===== src/rtl/tach_pkg.sv =====
// Shared types and constants for the two-channel edge interval tachometer.
// Holds field widths, register indexes, reset values and the sequencer states.
// No dependencies.
package tach_pkg;

  // Field widths
  localparam int unsigned MS_W       = 32;
  localparam int unsigned TICK_W     = 24;
  localparam int unsigned IVL_W      = 32;
  localparam int unsigned SPEED_W    = 32;
  localparam int unsigned CFG_IDX_W  = 2;
  localparam int unsigned CFG_DATA_W = 32;

  // Configuration register indexes
  localparam logic [CFG_IDX_W-1:0] CFG_TICKS_PER_MS = 2'd0;
  localparam logic [CFG_IDX_W-1:0] CFG_SPEED_NUM    = 2'd1;

  // Register reset values
  localparam logic [TICK_W-1:0]  TICKS_PER_MS_RST = 24'd72000;
  localparam logic [SPEED_W-1:0] SPEED_NUM_RST    = 32'd360000000;

  // Sequencer states
  typedef enum logic [3:0] {
    ST_IDLE,
    ST_MUL,
    ST_SPAN,
    ST_SUM,
    ST_MEAN,
    ST_DIV_MEAN,
    ST_CHECK,
    ST_DIV_SPEED,
    ST_DONE
  } tach_state_e;

endpackage


===== src/rtl/two_channel_edge_interval_tachometer.sv =====
// Two-channel edge interval tachometer, top level.
//
// Input channel: one beat per encoder edge (edge_channel_i, ms_time_i,
// tick_value_i) under in_valid_i / in_stall_o. Output channel: one beat per
// edge (sample_stored_o, interval_ticks_o, speed_o, mean_was_zero_o) under
// out_valid_o / out_stall_i. Config channel: cfg_valid_i / cfg_ready_o with
// cfg_index_i (0 ticks_per_ms, 1 speed_numerator, others ignored) and
// cfg_data_i; ready is always high, write only while the block is idle.
//
// One edge at a time: a 32-bit multiply, a sweep over the interval ring
// (one registered read a cycle) and one shared restoring divider that
// retires one quotient bit per cycle over SUM_W = 32 + clog2(SAMPLES)
// bits. With SAMPLES a power of two the mean is a shift; other SAMPLES
// values use the divider for the mean division. A zero mean skips the
// speed division. in_stall_o is high while an edge is in work.
// A stalled result holds in the output register; a finished edge waits
// in the done state only while the previous result is stalled there.
// Reset clears the channel stamps, the ring (per-entry valid bits) and the
// registers to their defaults; the block is ready in the first cycle.
module two_channel_edge_interval_tachometer #(
  parameter int unsigned SAMPLES = 2
) (
  input  logic                            clk_i,
  input  logic                            rst_ni,
  // edge input
  input  logic                            in_valid_i,
  output logic                            in_stall_o,
  input  logic                            edge_channel_i,
  input  logic [tach_pkg::MS_W-1:0]       ms_time_i,
  input  logic [tach_pkg::TICK_W-1:0]     tick_value_i,
  // result output
  output logic                            out_valid_o,
  input  logic                            out_stall_i,
  output logic                            sample_stored_o,
  output logic [tach_pkg::IVL_W-1:0]      interval_ticks_o,
  output logic [tach_pkg::SPEED_W-1:0]    speed_o,
  output logic                            mean_was_zero_o,
  // configuration writes
  input  logic                            cfg_valid_i,
  output logic                            cfg_ready_o,
  input  logic [tach_pkg::CFG_IDX_W-1:0]  cfg_index_i,
  input  logic [tach_pkg::CFG_DATA_W-1:0] cfg_data_i
);
  import tach_pkg::*;

  localparam int unsigned IDX_W  = (SAMPLES > 1) ? $clog2(SAMPLES) : 1;
  localparam int unsigned CNT_W  = $clog2(SAMPLES + 1);
  localparam int unsigned LOG2_S = $clog2(SAMPLES);
  localparam int unsigned SUM_W  = IVL_W + LOG2_S;
  localparam int unsigned DCNT_W = $clog2(SUM_W + 1);
  localparam bit          POW2   = ((SAMPLES & (SAMPLES - 1)) == 0);

  localparam logic [IDX_W-1:0]  IDX_LAST = IDX_W'(SAMPLES - 1);
  localparam logic [CNT_W-1:0]  CNT_END  = CNT_W'(SAMPLES);
  localparam logic [DCNT_W-1:0] DIV_LAST = DCNT_W'(SUM_W - 1);

  tach_state_e state_q, state_d;

  // configuration
  logic [TICK_W-1:0]  ticks_per_ms_q;
  logic [SPEED_W-1:0] speed_num_q;

  // channel stamps
  logic              last_ch_q;
  logic [MS_W-1:0]   ch1_ms_q, ch2_ms_q;
  logic [TICK_W-1:0] ch1_tick_q, ch2_tick_q;

  // per-edge working registers
  logic              stored_q;
  logic [MS_W-1:0]   ms_diff_q;
  logic [TICK_W-1:0] old_tick_q, new_tick_q;
  logic [IVL_W-1:0]  prod_q, interval_q, mean_q;
  logic [SUM_W-1:0]  sum_q;
  logic [CNT_W-1:0]  sum_cnt_q;
  logic [SPEED_W-1:0] speed_q;
  logic              zero_q;

  // interval ring
  logic [IVL_W-1:0]   ring_mem [SAMPLES];
  logic [SAMPLES-1:0] ring_vld_q;
  logic [IDX_W-1:0]   widx_q;
  logic [IVL_W-1:0]   rd_data_q;
  logic               rd_vld_q;

  // shared divider
  logic [SUM_W-1:0]  rem_q, quo_q, dvs_q;
  logic [DCNT_W-1:0] div_cnt_q;
  logic [SUM_W:0]    div_shift, div_trial;
  logic [SUM_W-1:0]  div_rem_nx, div_quo_nx;
  logic              div_last;

  // sequencer controls
  logic in_take, rd_en, div_load, div_step, out_load;

  logic              accept;
  logic              alternate;
  logic [IVL_W-1:0]  mult_res, span_res, rd_term;
  logic [SUM_W-1:0]  div_n_sel, div_d_sel;

  assign accept    = in_valid_i && !in_stall_o;
  assign alternate = (edge_channel_i != last_ch_q);
  assign cfg_ready_o = 1'b1;

  // Next state
  always_comb begin
    state_d = state_q;
    case (state_q)
      ST_IDLE:      if (in_valid_i) state_d = ST_MUL;
      ST_MUL:       state_d = ST_SPAN;
      ST_SPAN:      state_d = ST_SUM;
      ST_SUM:       if (sum_cnt_q == CNT_END) state_d = ST_MEAN;
      ST_MEAN:      state_d = POW2 ? ST_CHECK : ST_DIV_MEAN;
      ST_DIV_MEAN:  if (div_last) state_d = ST_CHECK;
      ST_CHECK:     state_d = (mean_q == '0) ? ST_DONE : ST_DIV_SPEED;
      ST_DIV_SPEED: if (div_last) state_d = ST_DONE;
      ST_DONE:      if (!out_valid_o || !out_stall_i) state_d = ST_IDLE;
      default:      state_d = ST_IDLE;
    endcase
  end

  // Sequencer outputs
  always_comb begin
    in_take  = 1'b0;
    rd_en    = 1'b0;
    div_load = 1'b0;
    div_step = 1'b0;
    out_load = 1'b0;
    case (state_q)
      ST_IDLE:      in_take  = in_valid_i;
      ST_SUM:       rd_en    = (sum_cnt_q != CNT_END);
      ST_MEAN:      div_load = !POW2;
      ST_CHECK:     div_load = (mean_q != '0);
      ST_DIV_MEAN,
      ST_DIV_SPEED: div_step = 1'b1;
      ST_DONE:      out_load = !out_valid_o || !out_stall_i;
      default:      ;
    endcase
  end

  assign in_stall_o = (state_q != ST_IDLE);

  always_ff @(posedge clk_i or negedge rst_ni) begin
    if (!rst_ni) begin
      state_q <= ST_IDLE;
    end else begin
      state_q <= state_d;
    end
  end

  // Configuration registers; unknown indexes drop
  always_ff @(posedge clk_i or negedge rst_ni) begin
    if (!rst_ni) begin
      ticks_per_ms_q <= TICKS_PER_MS_RST;
      speed_num_q    <= SPEED_NUM_RST;
    end else if (cfg_valid_i && cfg_ready_o) begin
      if (cfg_index_i == CFG_TICKS_PER_MS) begin
        ticks_per_ms_q <= cfg_data_i[TICK_W-1:0];
      end else if (cfg_index_i == CFG_SPEED_NUM) begin
        speed_num_q <= cfg_data_i[SPEED_W-1:0];
      end
    end
  end

  // Update channel stamps on each accepted edge
  always_ff @(posedge clk_i or negedge rst_ni) begin
    if (!rst_ni) begin
      last_ch_q  <= 1'b0;
      ch1_ms_q   <= '0;
      ch1_tick_q <= '0;
      ch2_ms_q   <= '0;
      ch2_tick_q <= '0;
    end else if (accept) begin
      last_ch_q <= edge_channel_i;
      if (!edge_channel_i) begin
        ch1_ms_q   <= ms_time_i;
        ch1_tick_q <= tick_value_i;
      end else begin
        ch2_ms_q   <= ms_time_i;
        ch2_tick_q <= tick_value_i;
      end
    end
  end

  // Interval arithmetic: ms difference, then multiply, then tick correction
  assign mult_res = IVL_W'(ticks_per_ms_q) * ms_diff_q;
  assign span_res = prod_q + IVL_W'(old_tick_q) - IVL_W'(new_tick_q);

  always_ff @(posedge clk_i) begin
    if (in_take) begin
      stored_q   <= alternate;
      ms_diff_q  <= ms_time_i - (edge_channel_i ? ch1_ms_q : ch2_ms_q);
      old_tick_q <= edge_channel_i ? ch1_tick_q : ch2_tick_q;
      new_tick_q <= tick_value_i;
    end
    if (state_q == ST_MUL) begin
      prod_q <= mult_res;
    end
    if (state_q == ST_SPAN) begin
      interval_q <= stored_q ? span_res : '0;
    end
  end

  // Ring write index and per-entry valid bits
  always_ff @(posedge clk_i or negedge rst_ni) begin
    if (!rst_ni) begin
      widx_q     <= '0;
      ring_vld_q <= '0;
      rd_vld_q   <= 1'b0;
    end else begin
      if (state_q == ST_SPAN && stored_q) begin
        ring_vld_q[widx_q] <= 1'b1;
        widx_q <= (widx_q == IDX_LAST) ? '0 : widx_q + 1'b1;
      end
      if (rd_en) begin
        rd_vld_q <= ring_vld_q[sum_cnt_q[IDX_W-1:0]];
      end
    end
  end

  // Ring storage: one write port, one registered read port
  always_ff @(posedge clk_i) begin
    if (state_q == ST_SPAN && stored_q) begin
      ring_mem[widx_q] <= span_res;
    end
    if (rd_en) begin
      rd_data_q <= ring_mem[sum_cnt_q[IDX_W-1:0]];
    end
  end

  // Sweep the ring into the sum, one entry a cycle
  assign rd_term = rd_vld_q ? rd_data_q : '0;

  always_ff @(posedge clk_i) begin
    if (state_q == ST_SPAN) begin
      sum_cnt_q <= '0;
      sum_q     <= '0;
    end else if (state_q == ST_SUM) begin
      sum_cnt_q <= sum_cnt_q + 1'b1;
      if (sum_cnt_q != '0) begin
        sum_q <= sum_q + SUM_W'(rd_term);
      end
    end
  end

  // Shared restoring divider, one quotient bit a cycle
  assign div_shift  = {rem_q, quo_q[SUM_W-1]};
  assign div_trial  = div_shift - {1'b0, dvs_q};
  assign div_rem_nx = div_trial[SUM_W] ? div_shift[SUM_W-1:0] : div_trial[SUM_W-1:0];
  assign div_quo_nx = {quo_q[SUM_W-2:0], !div_trial[SUM_W]};
  assign div_last   = (div_cnt_q == DIV_LAST);

  assign div_n_sel = (state_q == ST_MEAN) ? sum_q : SUM_W'(speed_num_q);
  assign div_d_sel = (state_q == ST_MEAN) ? SUM_W'(SAMPLES) : SUM_W'(mean_q);

  always_ff @(posedge clk_i) begin
    if (div_load) begin
      rem_q     <= '0;
      quo_q     <= div_n_sel;
      dvs_q     <= div_d_sel;
      div_cnt_q <= '0;
    end else if (div_step) begin
      rem_q     <= div_rem_nx;
      quo_q     <= div_quo_nx;
      div_cnt_q <= div_cnt_q + 1'b1;
    end
  end

  // Mean and speed
  always_ff @(posedge clk_i) begin
    if (state_q == ST_MEAN && POW2) begin
      mean_q <= IVL_W'(sum_q >> LOG2_S);
    end else if (state_q == ST_DIV_MEAN && div_last) begin
      mean_q <= div_quo_nx[IVL_W-1:0];
    end
    if (state_q == ST_CHECK && mean_q == '0) begin
      speed_q <= '1;
      zero_q  <= 1'b1;
    end else if (state_q == ST_DIV_SPEED && div_last) begin
      speed_q <= div_quo_nx[SPEED_W-1:0];
      zero_q  <= 1'b0;
    end
  end

  // Output register: hold while stalled
  always_ff @(posedge clk_i or negedge rst_ni) begin
    if (!rst_ni) begin
      out_valid_o <= 1'b0;
    end else if (out_load) begin
      out_valid_o <= 1'b1;
    end else if (!out_stall_i) begin
      out_valid_o <= 1'b0;
    end
  end

  always_ff @(posedge clk_i) begin
    if (out_load) begin
      sample_stored_o  <= stored_q;
      interval_ticks_o <= interval_q;
      speed_o          <= speed_q;
      mean_was_zero_o  <= zero_q;
    end
  end

endmodule


===== config.mk =====
export PLATFORM = sky130hd
export DESIGN_NAME = two_channel_edge_interval_tachometer
export DESIGN_NICKNAME = d
export VERILOG_FILES = /design/src/rtl/tach_pkg.sv /design/src/rtl/two_channel_edge_interval_tachometer.sv
export SDC_FILE = /design/constraint.sdc
export NUM_CORES = 2
export LEC_CHECK = 0
export BUFFER_PORTS_ARGS = -buffer_cell sky130_fd_sc_hd__buf_2
export CAP_MARGIN = 20
export CORE_MARGIN = 5
export CORE_UTILIZATION = 50
export CTS_BUF_LIST = sky130_fd_sc_hd__clkbuf_16
export CTS_CLUSTER_SIZE = 10
export DETAILED_ROUTE_END_ITERATION = 6
export PLACE_DENSITY = 0.66
export SLEW_MARGIN = 20
export SYNTH_ARGS = -nofsm -noshare
export SYNTH_HDL_FRONTEND = slang
export SYNTH_SLANG_ARGS = --single-unit
export TNS_END_PERCENT = 20

===== constraint.sdc =====
create_clock -name clk_i -period 7.1 [get_ports clk_i]
set_clock_uncertainty 0.1 [all_clocks]
set_input_delay 0.71 -clock clk_i [delete_from_list [all_inputs] [get_ports clk_i]]
set_output_delay 0.71 -clock clk_i [all_outputs]
set_load 0.02 [all_outputs]

==> results.ini <==
[status]
outcome = completed

[critical_path]
startpoint_type = flop
ff2ff_setup_slack_ps = 280
critPathCaptureType = flop
r2r_end = prod_q[30]$_DFFE_PP_
cp_max_fo = 6
required_ps = 7400
critPathKind = reg -> reg
reg2reg_from = ms_diff_q[11]$_DFFE_PP_
reg2regPathDepth = 23
startpoint = ms_diff_q[11]$_DFFE_PP_
worstPathArrival_ps = 7120
timing.critical_path.to = prod_q[30]$_DFFE_PP_

[clocking]
cts_tree = yes
cts_inserted_buffers = 82
root_buffer = clkbuf_16
post-cts-setup-buffer-count = 0
clkSinkCount = 689
insertion_delay_ps = 640
htreeDepth = 3
clkTransAtPathRegs_ps = 50
cts_buffer_depth = 3

[synthesis]
synth_area_per_cell_um2 = 10.81
synth-main-ff-cell = edfxtp_1
yosysWarnings = 0
synth_cell_types = 79
yosysSeqAreaShare_pct = 39.41
syn_nets = 5133
synth_edf_count = 404
syn-cell-area_mm2 = 0.04757
ys_async_sr_fraction_pct = 25.83
ys_ff_latch = 689
synthesis.instances = 4399

[finish]
multi_input_area_mm2 = 0.02582
layoutNonFillerInstCount = 5896
final_layout_size_suffix_gt1_share_pct = 14.54
final.fill_count = 8240
fin_util_pct = 55.52
mostFrequentLayoutCells = 705 x inv_1, 426 x nand2_1, 416 x fa_1
register_area_mm2 = 0.01875
finish.net_count = 5295
area_growth_pct = 10.56
final_common_cell = inv_1

[timing]
finalSetupTns_ps = 0
relSlewSlack_pct = 33.73
maxSlewViolCount = 0
clock.fmax_ghz = 0.1466
setup_violations = 0
final-hold-violation-count = 0
fin_crit_ps = 6820
fin_crit_sh_pct = 96.05
hold_ws_ps = 179.3
tightestPinTransition_ps = 994.0

[worst_hold_path]
holdPathStages = 1
hold_path.startpoint = tick_value_i[3]
hold_path_class = in -> reg

[drt]
ant_nets = 0
drtIter0Drc = 1838
drc = 0
wl_um = 112000
vias = 31240
routed_via_density = 5.298
first_pass_iters = 5
wl_per_cell_um = 18.99

[global_route]
met1_usage_pct = 29.46
top_usage_layer = met2
grtUsageMet2_pct = 38.43
antenna_found_initial = 7
grt_pass1_vias = 32540
grt-ovfl-total = 0
grt.total_usage_pct = 22.28
grt_max_degree = 71
grt_pass1_wl_um = 180700
use_met3_pct = 3.864

[placed_design]
io_buffers = 163
dpl.cell_count = 5741
place.gp.congestion = 0.8774
place_hpwl_um = 86340

[die]
io_pins = 165
die_y_um = 318.4
start_util_pct = 50.22
die_area_mm2 = 0.1014
coreArea_mm2 = 0.09473
die_x_um = 318.4
core.rowCount = 113

[run]
cap_viol_max_count = 0

==> repair_timing <==
item / in CTS / in global routing
endpoints found under the hold margin: 43 / 0
hold buffers: 1 / 0
gates resized for setup: 0 / 12
endpoints found under the setup margin: 0 / 5
==> registers in the layout (all words and copies together), names as in the netlist, 32 cells and up <==
signal / count
ch1_ms_q: 32
ch2_ms_q: 32
dvs_q: 32
interval_q: 32
interval_ticks_o: 32
mean_q: 32
ms_diff_q: 32
prod_q: 32
quo_q: 33
rd_data_q: 32
rem_q: 33
ring_mem: 64
speed_num_q: 32
speed_o: 32
speed_q: 32
sum_q: 33
==> synthesized netlist by cell type (112+ instances only) <==
| library cell | instances | area (um2) |
|---|---|---|
| inv_1 | 651 | 2444 |
| edfxtp_1 | 404 | 12130 |
| dfrtp_1 | 162 | 4054 |
| fa_1 | 416 | 8328 |
| ha_1 | 222 | 2778 |
| o21ai_0 | 114 | 570.6 |
| and2_1 | 399 | 2496 |
| a21oi_1 | 145 | 725.7 |
| mux2_2 | 253 | 2849 |
| clkbuf_1 | 157 | 589.3 |
| nand3_1 | 112 | 560.5 |
| nand2_1 | 427 | 1603 |
| xnor2_1 | 128 | 1121 |
| nor2_1 | 115 | 431.7 |
==> cells by family after synthesis <==
kind of cell	share of synthesized area, %
compound gates	6.742
buf+inv	6.578
other cells	0.007883
mux	7.462
fa+ha+maj	23.35
flops	39.41
xor+xnor	3.293
simple gates	13.16
==> through the flow <==
step | setup slack (ps) | cell area, um2
final | 280.1 | 52590
after global routing | -32.86 | 52590
after CTS | 111.9 | 52530
after detailed placement | 114.3 | 50090
after global placement | 201.3 | 50090
after floorplan | 404.2 | 47570
==> final cells by class <==
class | count | share of cell area (%)
Clock inverter | 69 | 0.7161
Sequential cell | 689 | 35.65
Timing Repair Buffer | 257 | 2.979
Clock buffer | 82 | 3.902
Tap cell | 1265 | 3.009
Multi-Input combinational cell | 2880 | 49.09
Antenna cell | 3 | 0.01427
Inverter | 651 | 4.646
==> layer usage <==
metal | share of wire (%) | wire length [um]
met4 | 2.5 | 2780
met2 | 49 | 55290
met1 | 43 | 47720
met5 | 0.025 | 28
met3 | 5.5 | 6156
==> worst max-delay path, stage by stage, from the launching register on <==
cell	delay [ps]
edfxtp_1	490
and2_1	210
fa_1	540
inv_1	50
fa_1	490
fa_1	570
inv_1	60
fa_1	400
fa_1	480
fa_1	550
inv_1	50
fa_1	470
inv_1	40
ha_1	300
o21a_1	150
nand2_1	140
nor4_2	70
a211o_1	340
a41oi_2	200
a31oi_2	160
a2111oi_2	340
o21bai_1	130
a21oi_1	180
xnor2_1	80
==> worst min-delay path by stage <==
stage,end,slack (ps)
finish,new_tick_q[3]$_DFFE_PP_,180
CTS,new_tick_q[3]$_DFFE_PP_,140
detailed placement,interval_ticks_o[19]$_DFFE_PP_,300
global route,new_tick_q[3]$_DFFE_PP_,150
global placement,interval_ticks_o[30]$_DFFE_PP_,300
floorplan,interval_ticks_o[0]$_DFFE_PP_,300
Power is left out: the tool's default activity adds up to more than one toggle a clock period on the data nets, which glitch-free logic cannot reach.
